===== config.mk =====
export PLATFORM = sky130hd
export DESIGN_NAME = dual_mode_biquad_bandpass_mixer_core
export DESIGN_NICKNAME = d
export VERILOG_FILES = /design/src/hdl/dmbq_pkg.sv /design/src/hdl/dual_mode_biquad_bandpass_mixer_core.sv /design/src/hdl/dmbq_ram.sv /design/src/hdl/dmbq_cfg.sv /design/src/hdl/dmbq_mac.sv
export SDC_FILE = /design/constraint.sdc
export NUM_CORES = 2
export LEC_CHECK = 0
export ABC_AREA = 1
export BUFFER_PORTS_ARGS = -buffer_cell sky130_fd_sc_hd__buf_2
export CAP_MARGIN = 20
export CELL_PAD_IN_SITES_DETAIL_PLACEMENT = 0
export CELL_PAD_IN_SITES_GLOBAL_PLACEMENT = 1
export CORE_MARGIN = 2
export CORE_UTILIZATION = 40
export CTS_CLUSTER_SIZE = 16
export DETAILED_ROUTE_END_ITERATION = 10
export GPL_TIMING_DRIVEN = 0
export PLACE_DENSITY = 0.77
export SYNTH_ARGS = -nofsm -noshare
export SYNTH_HDL_FRONTEND = slang
export SYNTH_SLANG_ARGS = --single-unit

===== constraint.sdc =====
create_clock -name clk -period 16.3 [get_ports clk]
set_input_delay 2.445 -clock clk [delete_from_list [all_inputs] [get_ports clk]]
set_output_delay 2.445 -clock clk [all_outputs]
set_load 0.02 [all_outputs]

===== src/hdl/dmbq_pkg.sv =====
// ----------------------------------------------------------------------------
// dmbq_pkg
// Shared widths, configuration layout, history word and MAC operation type
// for the dual-mode biquad band-pass mixer.
// ----------------------------------------------------------------------------
package dmbq_pkg;

  // Channel count and history memory addressing
  localparam int CHANNELS = 16;
  localparam int CH_AW    = (CHANNELS > 1) ? $clog2(CHANNELS) : 1;

  // Field widths
  localparam int CH_W      = 4;
  localparam int SAMPLE_W  = 24;
  localparam int GAIN_W    = 16;
  localparam int COEF_W    = 24;
  localparam int FB_W      = 48;
  localparam int ENABLE_W  = 16;
  localparam int IN_DATA_W = 32;

  // Arithmetic widths: one extra bit lets unsigned gains share the signed multiplier
  localparam int OP_W   = 25;
  localparam int PROD_W = 2 * OP_W;
  localparam int ACC_W  = 56;

  // Configuration port
  localparam int CFG_W     = 48;
  localparam int CFG_IDX_W = 3;

  localparam logic [CFG_IDX_W-1:0] REG_FILTER_MODE    = 3'd0;
  localparam logic [CFG_IDX_W-1:0] REG_CHANNEL_ENABLE = 3'd1;
  localparam logic [CFG_IDX_W-1:0] REG_WET_GAIN       = 3'd2;
  localparam logic [CFG_IDX_W-1:0] REG_DRY_GAIN       = 3'd3;
  localparam logic [CFG_IDX_W-1:0] REG_STAGE_ONE_B0   = 3'd4;
  localparam logic [CFG_IDX_W-1:0] REG_STAGE_ONE_FB   = 3'd5;
  localparam logic [CFG_IDX_W-1:0] REG_STAGE_TWO_B0   = 3'd6;
  localparam logic [CFG_IDX_W-1:0] REG_STAGE_TWO_FB   = 3'd7;

  localparam logic [GAIN_W-1:0] WET_GAIN_RESET = 16'd32768;

  // Saturation limits and rounding offsets at accumulator width
  localparam logic signed [ACC_W-1:0] SAT_HI = 56'sd8388607;
  localparam logic signed [ACC_W-1:0] SAT_LO = -56'sd8388608;
  localparam logic signed [ACC_W-1:0] RND_STAGE = 56'sd2097152;
  localparam logic signed [ACC_W-1:0] RND_MIX   = 56'sd16384;
  localparam int SHIFT_STAGE = 22;
  localparam int SHIFT_MIX   = 15;

  typedef struct packed {
    logic                       filter_mode;
    logic [ENABLE_W-1:0]        channel_enable;
    logic [GAIN_W-1:0]          wet_gain;
    logic [GAIN_W-1:0]          dry_gain;
    logic signed [COEF_W-1:0]   stage_one_b0;
    logic [FB_W-1:0]            stage_one_feedback;
    logic signed [COEF_W-1:0]   stage_two_b0;
    logic [FB_W-1:0]            stage_two_feedback;
  } cfg_t;

  // One channel's history: first-stage inputs, first-stage outputs, low-pass outputs
  typedef struct packed {
    logic signed [SAMPLE_W-1:0] z2;
    logic signed [SAMPLE_W-1:0] z1;
    logic signed [SAMPLE_W-1:0] y2;
    logic signed [SAMPLE_W-1:0] y1;
    logic signed [SAMPLE_W-1:0] x2;
    logic signed [SAMPLE_W-1:0] x1;
  } hist_t;

  localparam int HIST_W = $bits(hist_t);

  // One multiply issued to the MAC, with how its product is accumulated
  typedef struct packed {
    logic                   issue;
    logic                   first;
    logic                   neg;
    logic                   dbl;
    logic signed [OP_W-1:0] a;
    logic signed [OP_W-1:0] b;
  } mac_op_t;

  function automatic logic signed [OP_W-1:0] sext_op(input logic [SAMPLE_W-1:0] v);
    return {{(OP_W - SAMPLE_W){v[SAMPLE_W-1]}}, v};
  endfunction

  function automatic logic signed [OP_W-1:0] zext_op(input logic [GAIN_W-1:0] v);
    return {{(OP_W - GAIN_W){1'b0}}, v};
  endfunction

  function automatic logic signed [SAMPLE_W-1:0] sat24(input logic signed [ACC_W-1:0] v);
    logic signed [SAMPLE_W-1:0] r;
    if (v > SAT_HI) begin
      r = SAT_HI[SAMPLE_W-1:0];
    end else if (v < SAT_LO) begin
      r = SAT_LO[SAMPLE_W-1:0];
    end else begin
      r = v[SAMPLE_W-1:0];
    end
    return r;
  endfunction

endpackage


===== src/hdl/dual_mode_biquad_bandpass_mixer_core.sv =====
// ----------------------------------------------------------------------------
// dual_mode_biquad_bandpass_mixer_core
// Per-channel biquad band-pass mixer: one Q1.23 sample in, one sample out.
//
// Input stream s_*: one word per sample with its flat channel index.
// Output stream m_*: one word per input, in order. Configuration is a plain
// write port (cfg_we, cfg_index, cfg_data), to be written only while idle; the block does not enforce this.
// Per-channel history (x1, x2, y1, y2 of stage one, z1, z2 of stage two)
// lives in one 144-bit-wide RAM with one entry per channel. It is read when a
// word is accepted and written back when its filtered result is loaded.
// One item is processed at a time on a single shared 25x25 MAC, so the MAC
// schedule sets the rate: a channel that passes through skips the MAC, band-pass
// mode runs steps BP_X0 to BP_LAST and cascade mode steps CS_X0 to CS_LAST;
// the next word is taken only once the current result is loaded.
// The output register lets a new word be taken while a result waits. If the
// receiver stalls with a result waiting, the next item holds at its last step.
// Reset sets configuration to its defaults (wet gain 32768, all else zero) and
// marks every channel's history as zero through per-channel valid bits; an
// enable bit rising does the same for that channel. No clearing pass is needed.
// ----------------------------------------------------------------------------
module dual_mode_biquad_bandpass_mixer_core (
  input  logic                           clk,
  input  logic                           rst,
  input  logic                           s_tvalid,
  output logic                           s_tready,
  input  logic [dmbq_pkg::IN_DATA_W-1:0] s_tdata,   // [3:0] channel, [27:4] sample_in
  output logic                           m_tvalid,
  input  logic                           m_tready,
  output logic [dmbq_pkg::SAMPLE_W-1:0]  m_tdata,   // [23:0] sample_out
  input  logic                           cfg_we,
  input  logic [dmbq_pkg::CFG_IDX_W-1:0] cfg_index,
  input  logic [dmbq_pkg::CFG_W-1:0]     cfg_data
);
  import dmbq_pkg::*;

  // Band-pass schedule steps
  localparam logic [3:0] BP_X0   = 4'd0;
  localparam logic [3:0] BP_X2   = 4'd1;
  localparam logic [3:0] BP_Y1   = 4'd2;
  localparam logic [3:0] BP_Y2   = 4'd3;
  localparam logic [3:0] BP_DRY  = 4'd4;
  localparam logic [3:0] BP_WET  = 4'd5;
  localparam logic [3:0] BP_MIXW = 4'd6;
  localparam logic [3:0] BP_LAST = 4'd8;
  // Cascade schedule steps
  localparam logic [3:0] CS_X0   = 4'd0;
  localparam logic [3:0] CS_X1   = 4'd1;
  localparam logic [3:0] CS_X2   = 4'd2;
  localparam logic [3:0] CS_Y1   = 4'd3;
  localparam logic [3:0] CS_Y2   = 4'd4;
  localparam logic [3:0] CS_U1   = 4'd5;
  localparam logic [3:0] CS_U2   = 4'd6;
  localparam logic [3:0] CS_Z1   = 4'd7;
  localparam logic [3:0] CS_Z2   = 4'd8;
  localparam logic [3:0] CS_HP   = 4'd9;
  localparam logic [3:0] CS_DRY  = 4'd10;
  localparam logic [3:0] CS_WET  = 4'd11;
  localparam logic [3:0] CS_MIXW = 4'd12;
  localparam logic [3:0] CS_LAST = 4'd14;
  localparam logic [3:0] PT_LAST = 4'd0;

  cfg_t                       cfg;
  logic [CHANNELS-1:0]        clear_mask;
  logic [CHANNELS-1:0]        hist_valid;
  logic [CHANNELS-1:0]        hist_valid_next;
  mac_op_t                    op;
  logic signed [SAMPLE_W-1:0] stage_res;
  logic signed [SAMPLE_W-1:0] mix_res;

  logic                       accept;
  logic [CH_W-1:0]            in_ch;
  logic [SAMPLE_W-1:0]        in_x;
  logic                       in_range;
  logic [CH_AW-1:0]           in_addr;

  logic                       busy;
  logic [3:0]                 step;
  logic [3:0]                 last_step;
  logic [CH_AW-1:0]           ch_addr;
  logic signed [SAMPLE_W-1:0] x_reg;
  logic                       bypass;
  logic                       hist_ok;
  logic signed [SAMPLE_W-1:0] hp;
  logic signed [SAMPLE_W-1:0] wet;
  logic                       out_valid;
  logic [SAMPLE_W-1:0]        out_data;

  logic [HIST_W-1:0]          rdata;
  hist_t                      hist;
  hist_t                      hist_new;
  logic                       finish;
  logic                       load;
  logic                       wb;

  logic signed [COEF_W-1:0]   a11;
  logic signed [COEF_W-1:0]   a12;
  logic signed [COEF_W-1:0]   a21;
  logic signed [COEF_W-1:0]   a22;

  dmbq_cfg u_cfg (
    .clk        (clk),
    .rst        (rst),
    .cfg_we     (cfg_we),
    .cfg_index  (cfg_index),
    .cfg_data   (cfg_data),
    .cfg        (cfg),
    .clear_mask (clear_mask)
  );

  // Unpack the input word
  assign in_ch    = s_tdata[CH_W-1:0];
  assign in_x     = s_tdata[CH_W +: SAMPLE_W];
  assign in_range = 32'(in_ch) < CHANNELS;
  assign in_addr  = CH_AW'(in_ch);
  assign s_tready = !busy;
  assign accept   = s_tvalid && s_tready;

  // History memory: read on accept, write back when a filtered result is loaded
  dmbq_ram #(
    .WIDTH (HIST_W),
    .DEPTH (CHANNELS)
  ) u_hist_ram (
    .clk   (clk),
    .we    (wb),
    .waddr (ch_addr),
    .wdata (hist_new),
    .re    (accept),
    .raddr (in_addr),
    .rdata (rdata)
  );

  // History never written since reset or enable reads as zero
  assign hist = hist_ok ? hist_t'(rdata) : '0;

  assign a11 = cfg.stage_one_feedback[FB_W-1:COEF_W];
  assign a12 = cfg.stage_one_feedback[COEF_W-1:0];
  assign a21 = cfg.stage_two_feedback[FB_W-1:COEF_W];
  assign a22 = cfg.stage_two_feedback[COEF_W-1:0];

  // Step at which the item completes
  always_comb begin
    if (bypass) begin
      last_step = PT_LAST;
    end else if (cfg.filter_mode) begin
      last_step = CS_LAST;
    end else begin
      last_step = BP_LAST;
    end
  end

  assign finish = busy && (step == last_step);
  assign load   = finish && (!out_valid || m_tready);
  assign wb     = load && !bypass;

  // MAC schedule
  always_comb begin
    op = '0;
    if (busy && !bypass) begin
      if (!cfg.filter_mode) begin
        case (step)
          BP_X0: begin
            op.issue = 1'b1; op.first = 1'b1;
            op.a = sext_op(cfg.stage_one_b0); op.b = sext_op(x_reg);
          end
          BP_X2: begin
            op.issue = 1'b1; op.neg = 1'b1;
            op.a = sext_op(cfg.stage_one_b0); op.b = sext_op(hist.x2);
          end
          BP_Y1: begin
            op.issue = 1'b1; op.neg = 1'b1;
            op.a = sext_op(a11); op.b = sext_op(hist.y1);
          end
          BP_Y2: begin
            op.issue = 1'b1; op.neg = 1'b1;
            op.a = sext_op(a12); op.b = sext_op(hist.y2);
          end
          BP_DRY: begin
            op.issue = 1'b1; op.first = 1'b1;
            op.a = sext_op(x_reg); op.b = zext_op(cfg.dry_gain);
          end
          BP_MIXW: begin
            op.issue = 1'b1;
            op.a = sext_op(wet); op.b = zext_op(cfg.wet_gain);
          end
          default: ;
        endcase
      end else begin
        case (step)
          CS_X0: begin
            op.issue = 1'b1; op.first = 1'b1;
            op.a = sext_op(cfg.stage_one_b0); op.b = sext_op(x_reg);
          end
          CS_X1: begin
            op.issue = 1'b1; op.neg = 1'b1; op.dbl = 1'b1;
            op.a = sext_op(cfg.stage_one_b0); op.b = sext_op(hist.x1);
          end
          CS_X2: begin
            op.issue = 1'b1;
            op.a = sext_op(cfg.stage_one_b0); op.b = sext_op(hist.x2);
          end
          CS_Y1: begin
            op.issue = 1'b1; op.neg = 1'b1;
            op.a = sext_op(a11); op.b = sext_op(hist.y1);
          end
          CS_Y2: begin
            op.issue = 1'b1; op.neg = 1'b1;
            op.a = sext_op(a12); op.b = sext_op(hist.y2);
          end
          CS_U1: begin
            op.issue = 1'b1; op.first = 1'b1; op.dbl = 1'b1;
            op.a = sext_op(cfg.stage_two_b0); op.b = sext_op(hist.y1);
          end
          CS_U2: begin
            op.issue = 1'b1;
            op.a = sext_op(cfg.stage_two_b0); op.b = sext_op(hist.y2);
          end
          CS_Z1: begin
            op.issue = 1'b1; op.neg = 1'b1;
            op.a = sext_op(a21); op.b = sext_op(hist.z1);
          end
          CS_Z2: begin
            op.issue = 1'b1; op.neg = 1'b1;
            op.a = sext_op(a22); op.b = sext_op(hist.z2);
          end
          CS_HP: begin
            op.issue = 1'b1;
            op.a = sext_op(cfg.stage_two_b0); op.b = sext_op(hp);
          end
          CS_DRY: begin
            op.issue = 1'b1; op.first = 1'b1;
            op.a = sext_op(x_reg); op.b = zext_op(cfg.dry_gain);
          end
          CS_MIXW: begin
            op.issue = 1'b1;
            op.a = sext_op(wet); op.b = zext_op(cfg.wet_gain);
          end
          default: ;
        endcase
      end
    end
  end

  dmbq_mac u_mac (
    .clk       (clk),
    .rst       (rst),
    .op        (op),
    .stage_res (stage_res),
    .mix_res   (mix_res)
  );

  // Sequencer control
  always_ff @(posedge clk) begin
    if (rst) begin
      busy <= 1'b0;
      step <= '0;
    end else if (accept) begin
      busy <= 1'b1;
      step <= '0;
    end else if (load) begin
      busy <= 1'b0;
    end else if (busy && !finish) begin
      step <= step + 4'd1;
    end
  end

  // Item payload captured at accept
  always_ff @(posedge clk) begin
    if (accept) begin
      ch_addr <= in_addr;
      x_reg   <= in_x;
      bypass  <= !(in_range && cfg.channel_enable[in_ch]);
      hist_ok <= in_range && hist_valid[in_addr];
    end
  end

  // Latch stage outputs once their sums are complete
  always_ff @(posedge clk) begin
    if (busy && !bypass) begin
      if (cfg.filter_mode) begin
        if (step == CS_U2) begin
          hp <= stage_res;
        end
        if (step == CS_WET) begin
          wet <= stage_res;
        end
      end else if (step == BP_WET) begin
        wet <= stage_res;
      end
    end
  end

  // Shift the delay lines for write-back
  always_comb begin
    hist_new.x1 = x_reg;
    hist_new.x2 = hist.x1;
    hist_new.y2 = hist.y1;
    if (cfg.filter_mode) begin
      hist_new.y1 = hp;
      hist_new.z1 = wet;
      hist_new.z2 = hist.z1;
    end else begin
      hist_new.y1 = wet;
      hist_new.z1 = hist.z1;
      hist_new.z2 = hist.z2;
    end
  end

  // Per-channel history valid bits
  always_comb begin
    hist_valid_next = hist_valid & ~clear_mask;
    if (wb) begin
      hist_valid_next[ch_addr] = 1'b1;
    end
  end

  always_ff @(posedge clk) begin
    if (rst) begin
      hist_valid <= '0;
    end else begin
      hist_valid <= hist_valid_next;
    end
  end

  // Output register
  always_ff @(posedge clk) begin
    if (rst) begin
      out_valid <= 1'b0;
    end else if (load) begin
      out_valid <= 1'b1;
    end else if (m_tready) begin
      out_valid <= 1'b0;
    end
  end

  always_ff @(posedge clk) begin
    if (load) begin
      out_data <= bypass ? x_reg : mix_res;
    end
  end

  assign m_tvalid = out_valid;
  assign m_tdata  = out_data;

endmodule


===== src/hdl/dmbq_ram.sv =====
// ----------------------------------------------------------------------------
// dmbq_ram
// Generic single-write, single-read synchronous RAM with registered read data.
// ----------------------------------------------------------------------------
module dmbq_ram #(
  parameter int WIDTH = 8,
  parameter int DEPTH = 16,
  localparam int AW = (DEPTH > 1) ? $clog2(DEPTH) : 1
) (
  input  logic             clk,
  input  logic             we,
  input  logic [AW-1:0]    waddr,
  input  logic [WIDTH-1:0] wdata,
  input  logic             re,
  input  logic [AW-1:0]    raddr,
  output logic [WIDTH-1:0] rdata
);

  logic [WIDTH-1:0] mem [DEPTH];

  // Write port
  always_ff @(posedge clk) begin
    if (we) begin
      mem[waddr] <= wdata;
    end
  end

  // Registered read; data holds between reads
  always_ff @(posedge clk) begin
    if (re) begin
      rdata <= mem[raddr];
    end
  end

endmodule


===== src/hdl/dmbq_cfg.sv =====
// ----------------------------------------------------------------------------
// dmbq_cfg
// Configuration register file. Flags channels whose enable bit rises so that
// their history is treated as cleared.
// ----------------------------------------------------------------------------
module dmbq_cfg (
  input  logic                           clk,
  input  logic                           rst,
  input  logic                           cfg_we,
  input  logic [dmbq_pkg::CFG_IDX_W-1:0] cfg_index,
  input  logic [dmbq_pkg::CFG_W-1:0]     cfg_data,
  output dmbq_pkg::cfg_t                 cfg,
  output logic [dmbq_pkg::CHANNELS-1:0]  clear_mask
);
  import dmbq_pkg::*;

  logic [31:0] en_old;
  logic [31:0] en_new;

  // Register writes
  always_ff @(posedge clk) begin
    if (rst) begin
      cfg.filter_mode        <= 1'b0;
      cfg.channel_enable     <= '0;
      cfg.wet_gain           <= WET_GAIN_RESET;
      cfg.dry_gain           <= '0;
      cfg.stage_one_b0       <= '0;
      cfg.stage_one_feedback <= '0;
      cfg.stage_two_b0       <= '0;
      cfg.stage_two_feedback <= '0;
    end else if (cfg_we) begin
      case (cfg_index)
        REG_FILTER_MODE:    cfg.filter_mode        <= cfg_data[0];
        REG_CHANNEL_ENABLE: cfg.channel_enable     <= cfg_data[ENABLE_W-1:0];
        REG_WET_GAIN:       cfg.wet_gain           <= cfg_data[GAIN_W-1:0];
        REG_DRY_GAIN:       cfg.dry_gain           <= cfg_data[GAIN_W-1:0];
        REG_STAGE_ONE_B0:   cfg.stage_one_b0       <= cfg_data[COEF_W-1:0];
        REG_STAGE_ONE_FB:   cfg.stage_one_feedback <= cfg_data[FB_W-1:0];
        REG_STAGE_TWO_B0:   cfg.stage_two_b0       <= cfg_data[COEF_W-1:0];
        REG_STAGE_TWO_FB:   cfg.stage_two_feedback <= cfg_data[FB_W-1:0];
        default: ;
      endcase
    end
  end

  // Flag a 0 to 1 change of each channel's enable bit
  assign en_old = 32'(cfg.channel_enable);
  assign en_new = 32'(cfg_data[ENABLE_W-1:0]);

  always_comb begin
    clear_mask = '0;
    for (int c = 0; c < CHANNELS; c++) begin
      if (c < ENABLE_W) begin
        clear_mask[c] = cfg_we && (cfg_index == REG_CHANNEL_ENABLE) && en_new[c] && !en_old[c];
      end
    end
  end

endmodule


===== src/hdl/dmbq_mac.sv =====
// ----------------------------------------------------------------------------
// dmbq_mac
// Shared multiply-accumulate: registered 25x25 product, then a scaled add into
// a 56-bit accumulator, with rounded and saturated stage and mix views.
// ----------------------------------------------------------------------------
module dmbq_mac (
  input  logic                                clk,
  input  logic                                rst,
  input  dmbq_pkg::mac_op_t                   op,
  output logic signed [dmbq_pkg::SAMPLE_W-1:0] stage_res,
  output logic signed [dmbq_pkg::SAMPLE_W-1:0] mix_res
);
  import dmbq_pkg::*;

  logic signed [PROD_W-1:0] prod;
  logic                     p_valid;
  logic                     p_first;
  logic                     p_neg;
  logic                     p_dbl;
  logic signed [ACC_W-1:0]  acc;
  logic signed [ACC_W-1:0]  acc_next;
  logic signed [ACC_W-1:0]  term;
  logic signed [ACC_W-1:0]  stage_sh;
  logic signed [ACC_W-1:0]  mix_sh;

  // Multiply stage
  always_ff @(posedge clk) begin
    if (rst) begin
      p_valid <= 1'b0;
    end else begin
      p_valid <= op.issue;
    end
    prod    <= op.a * op.b;
    p_first <= op.first;
    p_neg   <= op.neg;
    p_dbl   <= op.dbl;
  end

  // Scale the product and add it in
  always_comb begin
    term = ACC_W'(prod);
    if (p_dbl) begin
      term = term <<< 1;
    end
    if (p_neg) begin
      term = -term;
    end
    acc_next = (p_first ? '0 : acc) + term;
  end

  always_ff @(posedge clk) begin
    if (p_valid) begin
      acc <= acc_next;
    end
  end

  // Round half up and saturate
  assign stage_sh  = (acc + RND_STAGE) >>> SHIFT_STAGE;
  assign mix_sh    = (acc + RND_MIX) >>> SHIFT_MIX;
  assign stage_res = sat24(stage_sh);
  assign mix_res   = sat24(mix_sh);

endmodule


# [Word-level counts from Yosys, hierarchy flattened]
# Memory sizes are Yosys's and may differ from the RTL's. A register that Yosys moved wholly into a read port is not among the register bits.
# Index checks and enable logic that the tools add are counted.
[totals] ff_bits=427 ramBits=2304 in_bits=88 out_inout_bits=26 mem_count=1
[op_classes] addsub=5 multipliers=1 magnitude_cmp=7 eq_ne=21 n_mux=41 bitwise_logic=5 reduce_logical=88
[memory_table] name="u_hist_ram.mem" depth=16 width=144 read_ports=1 rd_clocked_by_memory_dff=1 wr=1 line_no="dmbq_ram.sv:19" text="logic [WIDTH-1:0] mem [DEPTH];"
[ops] op="$pmux 50 s12" count=1
[ops] op="$pmux 50 s6" count=1
[ops] op="$mux 24" count=9
[ops] op="$mux 50" count=3
[ops] op="$mux 144" count=1
[ops] op="$mux 56" count=2
[ops] op="$add 56x16->56 const B" count=1
[ops] op="$add 56x23->56 const B" count=1
[ops] op="$add 56x56->56" count=1
[ops] op="$neg 51->56" count=1
[ops] op="$mul 25x25->50" count=1
[ops] op="$mux 48" count=1
[ops] op="$gt 41x24->1 const B" count=1
[ops] op="$lt 41x24->1 const B" count=1
[ops] op="$logic_and 1x1->1" count=40
[ops] op="$gt 34x24->1 const B" count=1
[ops] op="$lt 34x24->1 const B" count=1
[ops] op="$logic_not 1->1" count=21
[ops] op="$eq 4x4->1 const B" count=5
[ops] op="$reduce_and 2->1" count=10
[ops] op="$and 16x16->16" count=1
[ops] op="$eq 4x3->1 const B" count=4
[ops] op="$mux 1" count=16
[ops] op="$mux 16" count=1
[ops] op="27 further kinds" count=43

# [Depth between registers and ports, before layout]
[depth] depth_word=8 mapped_depth=44

# [Hierarchy]
# Synthesis repeated with hierarchy kept, for this count alone.
[hier_totals] cells_unflattened=16781 area_unflattened_um2=154916.1
[modules_own_cells] module="dmbq_ram" n_inst=1 cells_each=8758 area_per_inst_um2=99998.4 seq_area_each_um2=73510.5
[modules_own_cells] module="dmbq_mac" n_inst=1 cells_each=4902 area_per_inst_um2=35534.1 seq_area_each_um2=2762.6
[modules_own_cells] module="dual_mode_biquad_bandpass_mixer_core" n_inst=1 cells_each=2099 area_per_inst_um2=12137.9 seq_area_each_um2=3503.4
[modules_own_cells] module="dmbq_cfg" n_inst=1 cells_each=1022 area_per_inst_um2=7245.7 seq_area_each_um2=3863.7

# [Worst setup path after synthesis]
# No wires, ideal clock.
[synth_path] path_kind="input port to flip-flop" from="input port s_tvalid" to="register step[0]" arrival_ps=10472 setup_slack_ps=5699 stages=5 n_path_buf=0 path_cell_list="inv_1 > nor2_1 > nor2_1 > o21ai_0 > a21oi_1"
[synth_between] elab_chain_cells=2
[synth_lines] item="start: declaration" line_no="dual_mode_biquad_bandpass_mixer_core.sv:24" text="input logic s_tvalid,"
[synth_lines] item="$logic_and 1x1->1" line_no="dual_mode_biquad_bandpass_mixer_core.sv:116" text="assign accept = s_tvalid && s_tready;"
[synth_lines] item="net accept" line_no="dual_mode_biquad_bandpass_mixer_core.sv:70" text="logic accept;"
[synth_lines] item="$reduce_or 2->1 (no line)"
[synth_lines] item="end signal: assignment" line_no="dual_mode_biquad_bandpass_mixer_core.sv:262" text="step <= step + 4'd1;"
[synth_lines] item="end: declaration" line_no="dual_mode_biquad_bandpass_mixer_core.sv:77" text="logic [3:0] step;"
# The timed path passes the listed nets, and every way through them passes these cells.
# A chain may end at the register's enable or synchronous reset.

# [Worst setup path after layout]
[layout_path] from="register hist_ok" to="register u_mac.prod[41]"
[layout_between] elab_chain_cells=5 word_cells_on_any_way=6 cone_classes="mul: 1; mux: 5"
[layout_lines] item="start: declaration" line_no="dual_mode_biquad_bandpass_mixer_core.sv:82" text="logic hist_ok;"
[layout_lines] item="start signal: assignment" line_no="dual_mode_biquad_bandpass_mixer_core.sv:272" text="hist_ok <= in_range && hist_valid[in_addr];"
[layout_lines] item="$mux 144 *" line_no="dual_mode_biquad_bandpass_mixer_core.sv:133" text="assign hist = hist_ok ? hist_t'(rdata) : '0;"
[layout_lines] item="$pmux 50 s12 or $pmux 50 s6 (tied branches)" line_no="dual_mode_biquad_bandpass_mixer_core.sv:188, dual_mode_biquad_bandpass_mixer_core.sv:160"
[layout_lines] item="$mux 50 *" line_no="dual_mode_biquad_bandpass_mixer_core.sv:159" text="if (!cfg.filter_mode) begin"
[layout_lines] item="$mux 50 *" line_no="dual_mode_biquad_bandpass_mixer_core.sv:158" text="if (busy && !bypass) begin"
[layout_lines] item="$mul 25x25->50 *" line_no="dmbq_mac.sv:33" text="prod <= op.a * op.b;"
[layout_lines] item="end signal: assignment" line_no="dmbq_mac.sv:33"
[layout_lines] item="end: declaration" line_no="dmbq_mac.sv:15" text="logic signed [PROD_W-1:0] prod;"
# Mark *: on every way between the ends. The rest lies on a longest branch, timed or not.

==> reports/results.md <==
| Metric | This run |
|---|---|
| Run status | finished with violations |
| Violated checks | max-slew violations |
| Initial Util | 40.2% |
| Arrival time reported for the critical path endpoint | 12.47 ns |
| R2R setup slack | 4.60 ns |
| Capturing point of the worst reg2reg path | u_mac.prod[41] |
| Overall die area | 363000 um2 |
| Number of flip-flops in the largest register | 2304 |
| Endpoint, Worst Hold | u_cfg.cfg[51] |
| Max-slew headroom at the worst pin | -0.979% |
| Post-Synthesis Cells | 13237 |
| Most frequent cell on the critical path | sky130_fd_sc_hd__fa_1 |
| Maximum clock frequency | 85.4 MHz |
| Final hold viol count | 0 |
| Worst-case clock buffer depth | 4 |
| Most common cell after layout, fill and taps aside | sky130_fd_sc_hd__edfxtp_1 |
| Layout-stage area growth over the synthesis result | 14.5% |
| Critical path buffer and inverter count | 8 |
| GR Overflow Total | 0 |
| Final Cycle Share | 71.8% |
| Routed len/inst | 33.2 um |
| Hold depth | 2 |
| Worst-path fanout max | 10 |
| Average cell area after synthesis | 10.8 um2 |
| Number of optimization iterations in the first detailed-route pass | 10 |
| Placement Cell Area | 154000 um2 |
| Later-pin clock latency in the skew report | 0.97 ns |
| Wirelength, routed | 627000 um |
| Static leakage | 60.5 nW |
| Depth of the worst register-to-register path | 32 |
| Worst path top cell family by delay | adder cells |
| Via count of the first global-routing pass | 107169 |
| Slowest cell delay on critical path | 0.96 ns |
| Total of hold buffers inserted after clock tree synthesis | 0 |
| Maximum number of pins on one net before global-route repair | 83 |
| Routed Antenna Nets | 0 |
| Distinct cells, synth | 62 |
| Weighted congestion reported at the end of routability-driven placement | 1.06 |
| Crit start category | flop |
| Start of the worst register-to-register path | hist_ok |
| Antenna violations before repair | 87 |
| Overall die height | 603 um |
| Number of enable flip-flop cells after synthesis | 2606 |
| Global-route wire length before repair | 853000 um |
| Io pins | 114 |
| Share of layout cells above drive strength 1 | 7.25% |
| Number of buffers added on ports | 108 |
| Total of warnings raised by yosys | 0 |
| Count of instances resized after the clock tree is built | 0 |
| Skew final | 0.123 ns |
| Shortest clock period the worst path allows after layout | 11.70 ns |
| Top flip-flop cell by instance count after synthesis | sky130_fd_sc_hd__edfxtp_1 |
| Most frequent cells in the layout | sky130_fd_sc_hd__edfxtp_1 (2606), sky130_fd_sc_hd__nor2_1 (2168), sky130_fd_sc_hd__o21ai_0 (1688), sky130_fd_sc_hd__nand2_1 (1479), sky130_fd_sc_hd__inv_1 (1244) |
| Type of the most critical hold path | reg2reg |
| Total of endpoints with negative setup slack in the final report | 0 |
| Number of vias per cell after detailed routing | 6.06 |
| Non-Filler Cell Area, Final | 164000 um2 |
| Sinks on the clock net | 2875 |
| Largest regs | u_hist_ram.mem x2304, u_cfg.cfg x193, u_hist_ram.rdata x144 |
| Required time of the critical path | 17.07 ns |
| Worst vdd ir | 0.0000817 V |
| HPWL after detailed placement | 464000 um |
| DRC violations left | 0 |
| Std-Cell Rows | 219 |
| Floorplan die width | 603 um |
| Syn nets | 14171 |
| GRT Resource Usage Total | 33.7% |
| Number of setup buffers added after CTS | 0 |
| Post-Syn Area | 143000 um2 |
| Worst Path Class, Setup | reg2reg |
| Initial DRC count | 18976 |
| Ratio of total power to cell area | 105 nW/um2 |
| Worst setup startpoint | hist_ok |
| Fraction of the yosys area taken by sequential cells | 58.3% |
| Flops & latches, synth | 2875 |
| Hold path startpoint | u_cfg.cfg[51] |
| Number of nets at the end of the flow | 14815 |
| Clock transition time at the flip-flop clock pins of the worst setup and hold paths | 0.06 ns |
| Worst Tran Pin Value | 1.51 ns |
| Fraction of registers with async set/reset | 0% |
| Unrepaired setup endpoints after global routing | false |
| Number of CTS-inserted buffers | 307 |
| Maximum level of the CTS H-tree | 5 |
| Reg with most FFs | u_hist_ram.mem |
| Kind of end point of the critical path | flop |
| Count of vias placed by the detailed router | 114598 |
| Root buffer selected by CTS | sky130_fd_sc_hd__clkbuf_16 |
| Final design utilization | 46.1% |
| Floorplan core area | 356000 um2 |
| TritonCTS clock tree | built |
| Count of pins over their slew limit | 2 |
| Max-cap check violation count | 0 |
| Highest-delay cell along the critical path | sky130_fd_sc_hd__clkbuf_1 |
==> final cells by class <==
| class | count | area, um2 |
|---|---|---|
| Buffer | 755 | 3010 |
| Clock buffer | 389 | 8190 |
| Clock inverter | 157 | 1690 |
| Timing Repair Buffer | 335 | 4510 |
| Inverter | 1289 | 4900 |
| Sequential cell | 2875 | 83600 |
| Multi-Input combinational cell | 8318 | 52100 |
| Tap cell | 4751 | 5940 |
| Fill cell | 33051 | 192000 |
| Antenna cell | 44 | 110 |
==> Yosys cell counts (all sizes together) (3+ instances only) <==
library cell	count	area, um2
edfxtp	2606	78300
nor2	2198	8330
o21ai	1776	8900
nand2	1484	5580
inv	1283	4820
fa	644	12900
clkbuf	607	2280
o22ai	519	3250
a21oi	319	1600
dfxtp	269	5390
o221ai	263	2300
nand3	241	1210
ha	202	2530
buf	148	708
xor2	136	1190
o211ai	91	688
xnor2	56	490
nor3	55	297
nand4	39	244
a211oi	30	225
a221oi	27	236
a31oi	27	169
o2111ai	27	236
a22oi	26	317
a21o	24	180
nor4	24	150
o21a	23	173
o21bai	13	97.6
mux2i	11	110
a21boi	8	60.1
o32ai	8	70.1
a311oi	7	61.3
nand3b	7	52.6
o31ai	7	52.6
clkinv	6	22.5
or2	5	31.3
and3	4	25.0
a2111oi	3	26.3
a32oi	3	26.3
and2	3	18.8
==> power by group <==
group          internal [mW]  switching [mW]  total [mW]
registers               8.18           0.121        8.30
clock network           3.97            3.07        7.03
logic                  0.448            1.44        1.89
==> kinds of logic after synthesis <==
logic type	after synthesis	synth area share, %
adder cells (fa/ha/maj)	846	10.8
buffers and inverters	2044	5.46
XOR/XNOR	192	1.17
multiplexers	11	0.0768
AO/OA/AOI/OAI	3206	13.1
flip-flops	2875	58.3
AND/OR/NAND/NOR	4063	11.1
==> stage by stage <==
step                      total power, mW  hold slack, ns  TNS (ns)  worst slack, ns  cells
after detailed placement             10.2           0.452         0             5.04  18310
after CTS                            17.1           0.459         0             5.00  18856
after global routing                 17.5           0.482         0             4.36  18882
after global placement               10.2           0.441  -3898.93            -3.56  18096
after floorplan                      9.28           0.425         0             5.70  13237
final                                17.2           0.466         0             4.60  18913
==> tightest hold or removal path, delay by kind of cell, from the launching register on <==
family	cells	cell delay (ns)
compound gates	1	0.06
flops	1	0.29
buf+inv	1	0.07
==> worst max-delay path by stage <==
stage                                         to  slack [ns]  depth (start not counted)
after global routing              u_mac.prod[44]        4.36                         31
final                             u_mac.prod[41]        4.60                         32
after CTS                         u_mac.prod[44]        5.00                         30
after floorplan                          step[0]        5.70                          5
after global placement    u_hist_ram.mem[14][20]       -3.56                          9
after detailed placement          u_mac.prod[44]        5.04                         30
==> metal layers <==
metal	share of wire (%)	vias up	GRT usage, %
met5	0.11	-	0.700
met4	6.0	58	17.1
met3	15	1671	12.2
met2	41	8535	48.0
met1	38	56916	44.9
li1	-	47418	-
Power figures use the tool's default switching activity.
